### src/dq_pkg.sv
// dq_pkg: shared types and codes for the double-ended queue
// opcodes, status codes, transfer structs and the controller command group
// no dependencies
package dq_pkg;

  localparam logic [1:0] OP_PUSH_FRONT = 2'd0;
  localparam logic [1:0] OP_PUSH_BACK  = 2'd1;
  localparam logic [1:0] OP_POP_FRONT  = 2'd2;
  localparam logic [1:0] OP_POP_BACK   = 2'd3;

  localparam logic [1:0] STATUS_DONE  = 2'd0;
  localparam logic [1:0] STATUS_EMPTY = 2'd1;
  localparam logic [1:0] STATUS_FULL  = 2'd2;

  localparam int unsigned OccWidth = 5;

  typedef struct packed {
    logic [1:0]  opcode;
    logic [63:0] push_value;
  } in_t;

  typedef struct packed {
    logic [63:0]         popped_value;
    logic [1:0]          status;
    logic [OccWidth-1:0] occupancy;
  } out_t;

  // command group from controller to datapath
  typedef struct packed {
    logic capture;
    logic execute;
    logic respond;
  } cmd_t;

endpackage

### src/double_ended_queue.sv
// double_ended_queue: top level of the ring-buffer deque of 64-bit words
// depends on dq_pkg, dq_ctrl, dq_datapath and dq_ram
//
//   channel   handshake        payload                         direction
//   command   start / busy     item_i   (opcode, push_value)   in
//   result    done_o strobe    result_o (popped_value, status, occupancy)  out
//
// - each operation runs through capture, slot ram access and result strobe;
//   the strobe follows the access step due to the registered read port of the slot ram
// - a new command is taken in the cycle after the result strobe
// - reset clears the front pointer and the word count; slots hold no reset
//   value and are only read once written, so there is no clearing pass
// - the result is shown for one cycle with done_o and cannot be stalled
module double_ended_queue #(
  parameter int unsigned DEPTH = 16
) (
  input  logic          clk_i,
  input  logic          rst_ni,
  input  logic          start,
  output logic          busy,
  input  dq_pkg::in_t   item_i,
  output logic          done_o,
  output dq_pkg::out_t  result_o
);

  dq_pkg::cmd_t cmd;

  // sequencer: one operation in flight at a time
  dq_ctrl u_ctrl (
    .clk_i   (clk_i),
    .rst_ni  (rst_ni),
    .start_i (start),
    .busy_o  (busy),
    .cmd_o   (cmd)
  );

  // pointers, count and slot storage
  dq_datapath #(
    .DEPTH (DEPTH)
  ) u_datapath (
    .clk_i    (clk_i),
    .rst_ni   (rst_ni),
    .cmd_i    (cmd),
    .item_i   (item_i),
    .result_o (result_o)
  );

  // strobe in the respond step only
  assign done_o = cmd.respond;

`ifndef SYNTHESIS
  // an accepted command makes the block busy on the next cycle
  a_accept_busy: assert property (@(posedge clk_i) disable iff (!rst_ni)
    (start && !busy) |=> busy)
    else $error("accepted transfer did not raise busy");

  // the result strobe falls inside the busy window
  a_done_busy: assert property (@(posedge clk_i) disable iff (!rst_ni)
    done_o |-> busy)
    else $error("result strobe outside busy window");

  // a result strobe is never followed at once by another
  a_done_single: assert property (@(posedge clk_i) disable iff (!rst_ni)
    done_o |=> !done_o)
    else $error("result strobe lasted more than one cycle");

  // a failed operation never returns a word
  a_fail_zero: assert property (@(posedge clk_i) disable iff (!rst_ni)
    (done_o && (result_o.status != dq_pkg::STATUS_DONE)) |-> (result_o.popped_value == '0))
    else $error("failed operation returned a non-zero word");
`endif

endmodule

### src/dq_ram.sv
// dq_ram: generic single-port-write, single-port-read ram with registered read
// no dependencies
module dq_ram #(
  parameter int unsigned WIDTH = 64,
  parameter int unsigned DEPTH = 16
) (
  input  logic                     clk_i,
  input  logic                     we_i,
  input  logic [$clog2(DEPTH)-1:0] waddr_i,
  input  logic [WIDTH-1:0]         wdata_i,
  input  logic                     re_i,
  input  logic [$clog2(DEPTH)-1:0] raddr_i,
  output logic [WIDTH-1:0]         rdata_o
);

  logic [WIDTH-1:0] mem_q [DEPTH];
  logic [WIDTH-1:0] rdata_q;

  always_ff @(posedge clk_i) begin
    if (we_i) begin
      mem_q[waddr_i] <= wdata_i;
    end
    if (re_i) begin
      rdata_q <= mem_q[raddr_i];
    end
  end

  assign rdata_o = rdata_q;

endmodule

### src/dq_ctrl.sv
// dq_ctrl: sequencer for one queue operation (capture, execute, respond)
// depends on dq_pkg
module dq_ctrl (
  input  logic          clk_i,
  input  logic          rst_ni,
  input  logic          start_i,
  output logic          busy_o,
  output dq_pkg::cmd_t  cmd_o
);

  localparam logic [1:0] ST_IDLE = 2'd0;
  localparam logic [1:0] ST_EXEC = 2'd1;
  localparam logic [1:0] ST_RESP = 2'd2;

  logic [1:0] state_q, state_d;

  always_comb begin
    state_d = state_q;
    unique case (state_q)
      ST_IDLE: begin
        if (start_i) begin
          state_d = ST_EXEC;
        end
      end
      ST_EXEC: state_d = ST_RESP;
      ST_RESP: state_d = ST_IDLE;
      default: state_d = ST_IDLE;
    endcase
  end

  always_ff @(posedge clk_i or negedge rst_ni) begin
    if (!rst_ni) begin
      state_q <= ST_IDLE;
    end else begin
      state_q <= state_d;
    end
  end

  assign busy_o        = (state_q != ST_IDLE);
  assign cmd_o.capture = (state_q == ST_IDLE) && start_i;
  assign cmd_o.execute = (state_q == ST_EXEC);
  assign cmd_o.respond = (state_q == ST_RESP);

endmodule

### src/dq_datapath.sv
// dq_datapath: ring pointers, occupancy count, slot ram and result forming
// depends on dq_pkg and dq_ram
module dq_datapath #(
  parameter int unsigned DEPTH = 16
) (
  input  logic          clk_i,
  input  logic          rst_ni,
  input  dq_pkg::cmd_t  cmd_i,
  input  dq_pkg::in_t   item_i,
  output dq_pkg::out_t  result_o
);

  localparam int unsigned AW = $clog2(DEPTH);
  localparam int unsigned CW = $clog2(DEPTH + 1);
  localparam int unsigned SW = AW + 1;
  localparam int unsigned OW = dq_pkg::OccWidth;

  logic [1:0]    op_q;
  logic [63:0]   value_q;
  logic [AW-1:0] front_q, front_d;
  logic [CW-1:0] count_q, count_d;
  logic [1:0]    status_q, status_d;
  logic          pop_ok_q, pop_ok_d;

  logic          is_push, full, empty;
  logic [AW-1:0] front_m1, front_p1, back_idx, last_idx;
  logic [SW-1:0] sum, sum_m1;
  logic          we, re;
  logic [AW-1:0] waddr, raddr;
  logic [63:0]   rdata;
  logic [CW+OW-1:0] occ_ext;

  assign is_push = (op_q == dq_pkg::OP_PUSH_FRONT) || (op_q == dq_pkg::OP_PUSH_BACK);
  assign full    = (count_q == CW'(DEPTH));
  assign empty   = (count_q == '0);

  // ring index arithmetic, every sum stays below twice the depth
  assign front_m1 = (front_q == '0) ? AW'(DEPTH - 1) : front_q - AW'(1);
  assign front_p1 = (front_q == AW'(DEPTH - 1)) ? '0 : front_q + AW'(1);
  assign sum      = SW'(front_q) + SW'(count_q);
  assign sum_m1   = sum - SW'(1);
  assign back_idx = (sum >= SW'(DEPTH)) ? AW'(sum - SW'(DEPTH)) : AW'(sum);
  assign last_idx = (sum_m1 >= SW'(DEPTH)) ? AW'(sum_m1 - SW'(DEPTH)) : AW'(sum_m1);

  always_comb begin
    front_d  = front_q;
    count_d  = count_q;
    status_d = status_q;
    pop_ok_d = pop_ok_q;
    we       = 1'b0;
    re       = 1'b0;
    waddr    = back_idx;
    raddr    = front_q;
    if (cmd_i.execute) begin
      pop_ok_d = 1'b0;
      status_d = dq_pkg::STATUS_DONE;
      if (is_push) begin
        if (full) begin
          status_d = dq_pkg::STATUS_FULL;
        end else begin
          we      = 1'b1;
          count_d = count_q + CW'(1);
          if (op_q == dq_pkg::OP_PUSH_FRONT) begin
            waddr   = front_m1;
            front_d = front_m1;
          end
        end
      end else begin
        if (empty) begin
          status_d = dq_pkg::STATUS_EMPTY;
        end else begin
          re       = 1'b1;
          pop_ok_d = 1'b1;
          count_d  = count_q - CW'(1);
          if (op_q == dq_pkg::OP_POP_FRONT) begin
            front_d = front_p1;
          end else begin
            raddr = last_idx;
          end
        end
      end
    end
  end

  always_ff @(posedge clk_i) begin
    if (cmd_i.capture) begin
      op_q    <= item_i.opcode;
      value_q <= item_i.push_value;
    end
  end

  always_ff @(posedge clk_i or negedge rst_ni) begin
    if (!rst_ni) begin
      front_q  <= '0;
      count_q  <= '0;
      status_q <= dq_pkg::STATUS_DONE;
      pop_ok_q <= 1'b0;
    end else begin
      front_q  <= front_d;
      count_q  <= count_d;
      status_q <= status_d;
      pop_ok_q <= pop_ok_d;
    end
  end

  dq_ram #(
    .WIDTH (64),
    .DEPTH (DEPTH)
  ) u_slots (
    .clk_i   (clk_i),
    .we_i    (we),
    .waddr_i (waddr),
    .wdata_i (value_q),
    .re_i    (re),
    .raddr_i (raddr),
    .rdata_o (rdata)
  );

  assign occ_ext               = (CW + OW)'(count_q);
  assign result_o.popped_value = pop_ok_q ? rdata : '0;
  assign result_o.status       = status_q;
  assign result_o.occupancy    = occ_ext[OW-1:0];

endmodule
### config.mk
export PLATFORM = sky130hd
export DESIGN_NAME = double_ended_queue
export DESIGN_NICKNAME = d
export VERILOG_FILES = /design/src/dq_pkg.sv /design/src/double_ended_queue.sv /design/src/dq_ram.sv /design/src/dq_ctrl.sv /design/src/dq_datapath.sv
export SDC_FILE = /design/constraint.sdc
export NUM_CORES = 1
export LEC_CHECK = 0
export BUFFER_PORTS_ARGS = -buffer_cell sky130_fd_sc_hd__buf_4
export CORE_UTILIZATION = 30
export CTS_CLUSTER_DIAMETER = 150
export CTS_CLUSTER_SIZE = 8
export DETAILED_ROUTE_END_ITERATION = 7
export GPL_ROUTABILITY_DRIVEN = 0
export PLACE_DENSITY_LB_ADDON = 0.08
export SYNTH_ARGS = -nofsm -noshare
export SYNTH_HDL_FRONTEND = slang
export SYNTH_SLANG_ARGS = --single-unit
### constraint.sdc
create_clock -name clk_i -period 7.4 [get_ports clk_i]
set_clock_uncertainty 0.2 [all_clocks]
set_input_delay 0.74 -clock clk_i [delete_from_list [all_inputs] [get_ports clk_i]]
set_output_delay 0.74 -clock clk_i [all_outputs]
set_load 0.03 [all_outputs]
==> summary.md <==
| Metric | Value |
|---|---|
| Max Transition Viols Final | `0` |
| Number of global-route vias before repair | `roughly 33000` |
| Pre-antenna DRT Iters | `5` |
| Max_cap viols | `0` |
| H-tree depth | `4` |
| Core area | `approximately 0.19 mm^2` |
| Leakage | `21.6 nW` |
| Grt met2 use | `29.5%` |
| Min Tclk post-route | `5.00 ns` |
| CTS Hold Buffers Added | `between 60 and 70` |
| Setup violations, final | `0` |
| Storage cell area | `0.0350 mm^2` |
| P&R area growth vs syn | `16.1%` |
| NumNets Final | `4024` |
| Worst-skew pair later-pin latency | `0.80 ns` |
| Routed vias/inst | `5.06` |
| Die height | `434 um` |
| Share of cells above drive strength 1 | `19.7%` |
| Number of synthesized register bits | `approximately 1200` |
| Max clock buf depth | `3` |
| Sequential fraction of the synthesis area | `62.6%` |
| Cell Area, Synth | `0.0559 mm^2` |
| Via count | `32630` |
| CTS tree | `done` |
| Initial antenna violation count | `6` |
| Met1 Use GR | `23.4%` |
| DRT antenna net count | `0` |
| Worst hold path class | `in2async` |
| CP Buf/Inv Count | `3` |
| Total global routing overflow | `0` |
| Kind of end point of the critical path | `register` |
| DR WL/cell | `25.8 um` |
| Multi-input gate area | `0.0198 mm^2` |
| Worst path cell trace | `fa_1 > inv_1 > ha_4 > xnor3_1 > nor2_1 > mux2i_4 > buf_4 > buf_4 > a211oi_1 > nor3_1 > mux2_2` |
| Post-synth EDFFs | `1154` |
| Critical path arrival | `between 5 and 6 ns` |
| Largest net degree at the start of global routing | `151` |
| Synth cell types | `44` |
| Ys async rst share | `approximately 1.2%` |
| CP Launch Type | `register` |
| Die W | `434 um` |
| Max FO, Critical Path | `40` |
| Setup tns final | `0 ns` |
| Final wirelength | `166000 um` |
| Commonest non-fill, non-tap cells in the layout | `edfxtp_1, mux2i_1, mux2_2` |
| Rel. slew slack | `25.7%` |
| Avg Cell Area, Syn | `~15 um^2` |
| Post-route DRC | `0` |
| First-pass GRT wire length | `between 200000 and 250000 um` |
| Status | `finished, final reports clean` |
| PwrDens | `473 mW/mm^2` |
| Worst slew pin tran | `between 1 and 1.5 ns` |
| Mapped Cells | `3762` |
| GR Util All Layers | `about 17%` |
| RSZ-0062 raised after global routing | `false` |
| Commonest non-fill, non-tap cell in the layout | `edfxtp_1` |
| Row count | `158` |
| DRT iter0 DRCs | `1590` |
| Starting density of the core | `30.2%` |
| Achievable frequency | `0.200 GHz` |
| DP HPWL | `between 80000 and 90000 um` |
| Top cell family by delay on the critical path | `buffers and inverters` |
| GR peak layer | `met2` |
| Slowest stage delay, CP | `0.73 ns` |
| Critical-path top delay cell | `dfrtp_4` |
| Met3 Use GR | `roughly 2.6%` |
| Top cell by count, worst path | `buf_4` |
| CTS buffer count | `~160` |
| Fill count | `17712` |
| I/O pin cnt | `142` |
| Final hold vios | `0` |
| Worst Path Required | `7.85 ns` |
| Root Buffer | `clkbuf_16` |
| Fin crit share | `67.6%` |
| Port Buffers | `141` |
| Post-CTS Resized | `0` |
| CTS clk-pin slew, worst paths | `0.06 ns` |
| # Post-CTS Setup Buffers | `0` |
| Ys flop type | `edfxtp_1` |
| Post-synth net total | `3842` |
| Clock sink total | `1168` |
| Die area | `0.188 mm^2` |
| Yosys warns | `0` |
| Setup CP Type | `reg2reg` |
| IR drop worst, VDD | `0.000817 V` |
| Tot Pwr | `0.0307 W` |
-- final cells by class --
class	count	share of cell area [%]
well taps	2480	4.78
diodes	1	0.00386
inverters	10	0.0579
clock inverters	13	0.210
clock buffers	171	6.37
repair buffers	294	4.07
multi-input cells	2307	30.5
flip-flops and latches	1168	54.0
-- worst paths after layout --
| kind | cells past startpoint | endpoint | from | slack [ns] |
|---|---|---|---|---|
| worst max-delay path | 11 | u_datapath.u_slots.rdata_o[33] | u_datapath.front_q[1] | 2.40 |
| worst min-delay path | 2 | u_datapath.front_q[1] | rst_ni | 0.14 |
| worst max register to register | 11 | u_datapath.u_slots.rdata_o[33] | u_datapath.front_q[1] | 2.40 |
| worst min register to register | 2 | u_datapath.status_q[1] | u_datapath.status_q[1] | 0.30 |
| max in group asynchronous | 2 | u_ctrl.state_q[0] | rst_ni | 6.65 |
| min in group clk_i | 2 | u_datapath.status_q[1] | u_datapath.status_q[1] | 0.30 |
-- per-stage QoR --
| stage | hold WS, ns | utilization (%) | cell area [um^2] | std cells | worst slack (ns) |
|---|---|---|---|---|---|
| 6_report | 0.137 | 35.0 | 64900 | 6444 | 2.40 |
| 2_1_floorplan | 0.244 | - | 55900 | 3762 | 1.86 |
| 3_3_place_gp | 0.312 | 32.4 | 59900 | 6191 | 2.42 |
| 5_1_grt | 0.113 | 35.0 | 64900 | 6443 | 2.06 |
| 3_5_place_dp | 0.313 | 32.4 | 59900 | 6191 | 2.30 |
| 4_1_cts | 0.0690 | 35.0 | 64900 | 6443 | 2.23 |
-- power by group --
part | internal (W) | switching, W
clock network | 0.00390 | 0.00279
logic | 0.00711 | 0.00859
registers | 0.00791 | 0.000404
total | 0.0189 | 0.0118
-- flip-flops by register name, summed over array words and instances (netlist names) --
name                        flops
u_datapath.u_slots.mem_q     1024
u_datapath.u_slots.rdata_o     64
u_datapath.value_q             64
u_datapath.count_q              5
u_datapath.front_q              4
u_ctrl.state_q                  2
u_datapath.op_q                 2
u_datapath.status_q             2
u_datapath.pop_ok_q             1
-- synth_stat cells (5+ instances only) --
cell | instances | area share (%)
a211oi_1 | 232 | 3.1
a211oi_2 | 25 | 0.56
a21oi_1 | 7 | 0.063
and2_1 | 66 | 0.74
buf_1 | 6 | 0.040
buf_2 | 73 | 0.65
buf_6 | 16 | 0.32
clkbuf_1 | 180 | 1.2
dfrtp_1 | 14 | 0.63
edfxtp_1 | 1154 | 62
ha_1 | 9 | 0.20
inv_1 | 9 | 0.060
mux2_2 | 322 | 6.5
mux2i_1 | 1030 | 18
nand2_1 | 19 | 0.13
nor2_1 | 284 | 1.9
nor3_1 | 130 | 1.2
o21ai_0 | 11 | 0.098
o22ai_1 | 128 | 1.4
xnor2_1 | 5 | 0.078
xor2_1 | 7 | 0.11
-- metal layers --
metal	up-vias	wire (um)	share of wire [%]
li1	15049	-	-
met1	16934	77500	47
met2	450	80900	49
met3	197	4880	2.9
met4	0	3090	1.9
met5	-	0	0
-- logic make-up (layout without fill, tap and decap cells) --
kind of cell               count (synthesis)  count (layout)  share of synthesized area [%]
AOI/OAI and AO/OA                        415             415                           5.43
DFF                                     1168            1168                           62.6
xor gates and xnor gates                  15              15                          0.298
other                                      0               1                              0
buffers and inverters                    287             488                           2.32
adders and majority gates                 11              11                          0.273
muxes                                   1353            1353                           25.0
and+or+nand+nor                          513             513                           4.10
No activity file was read; power rests on OpenSTA's default activity.
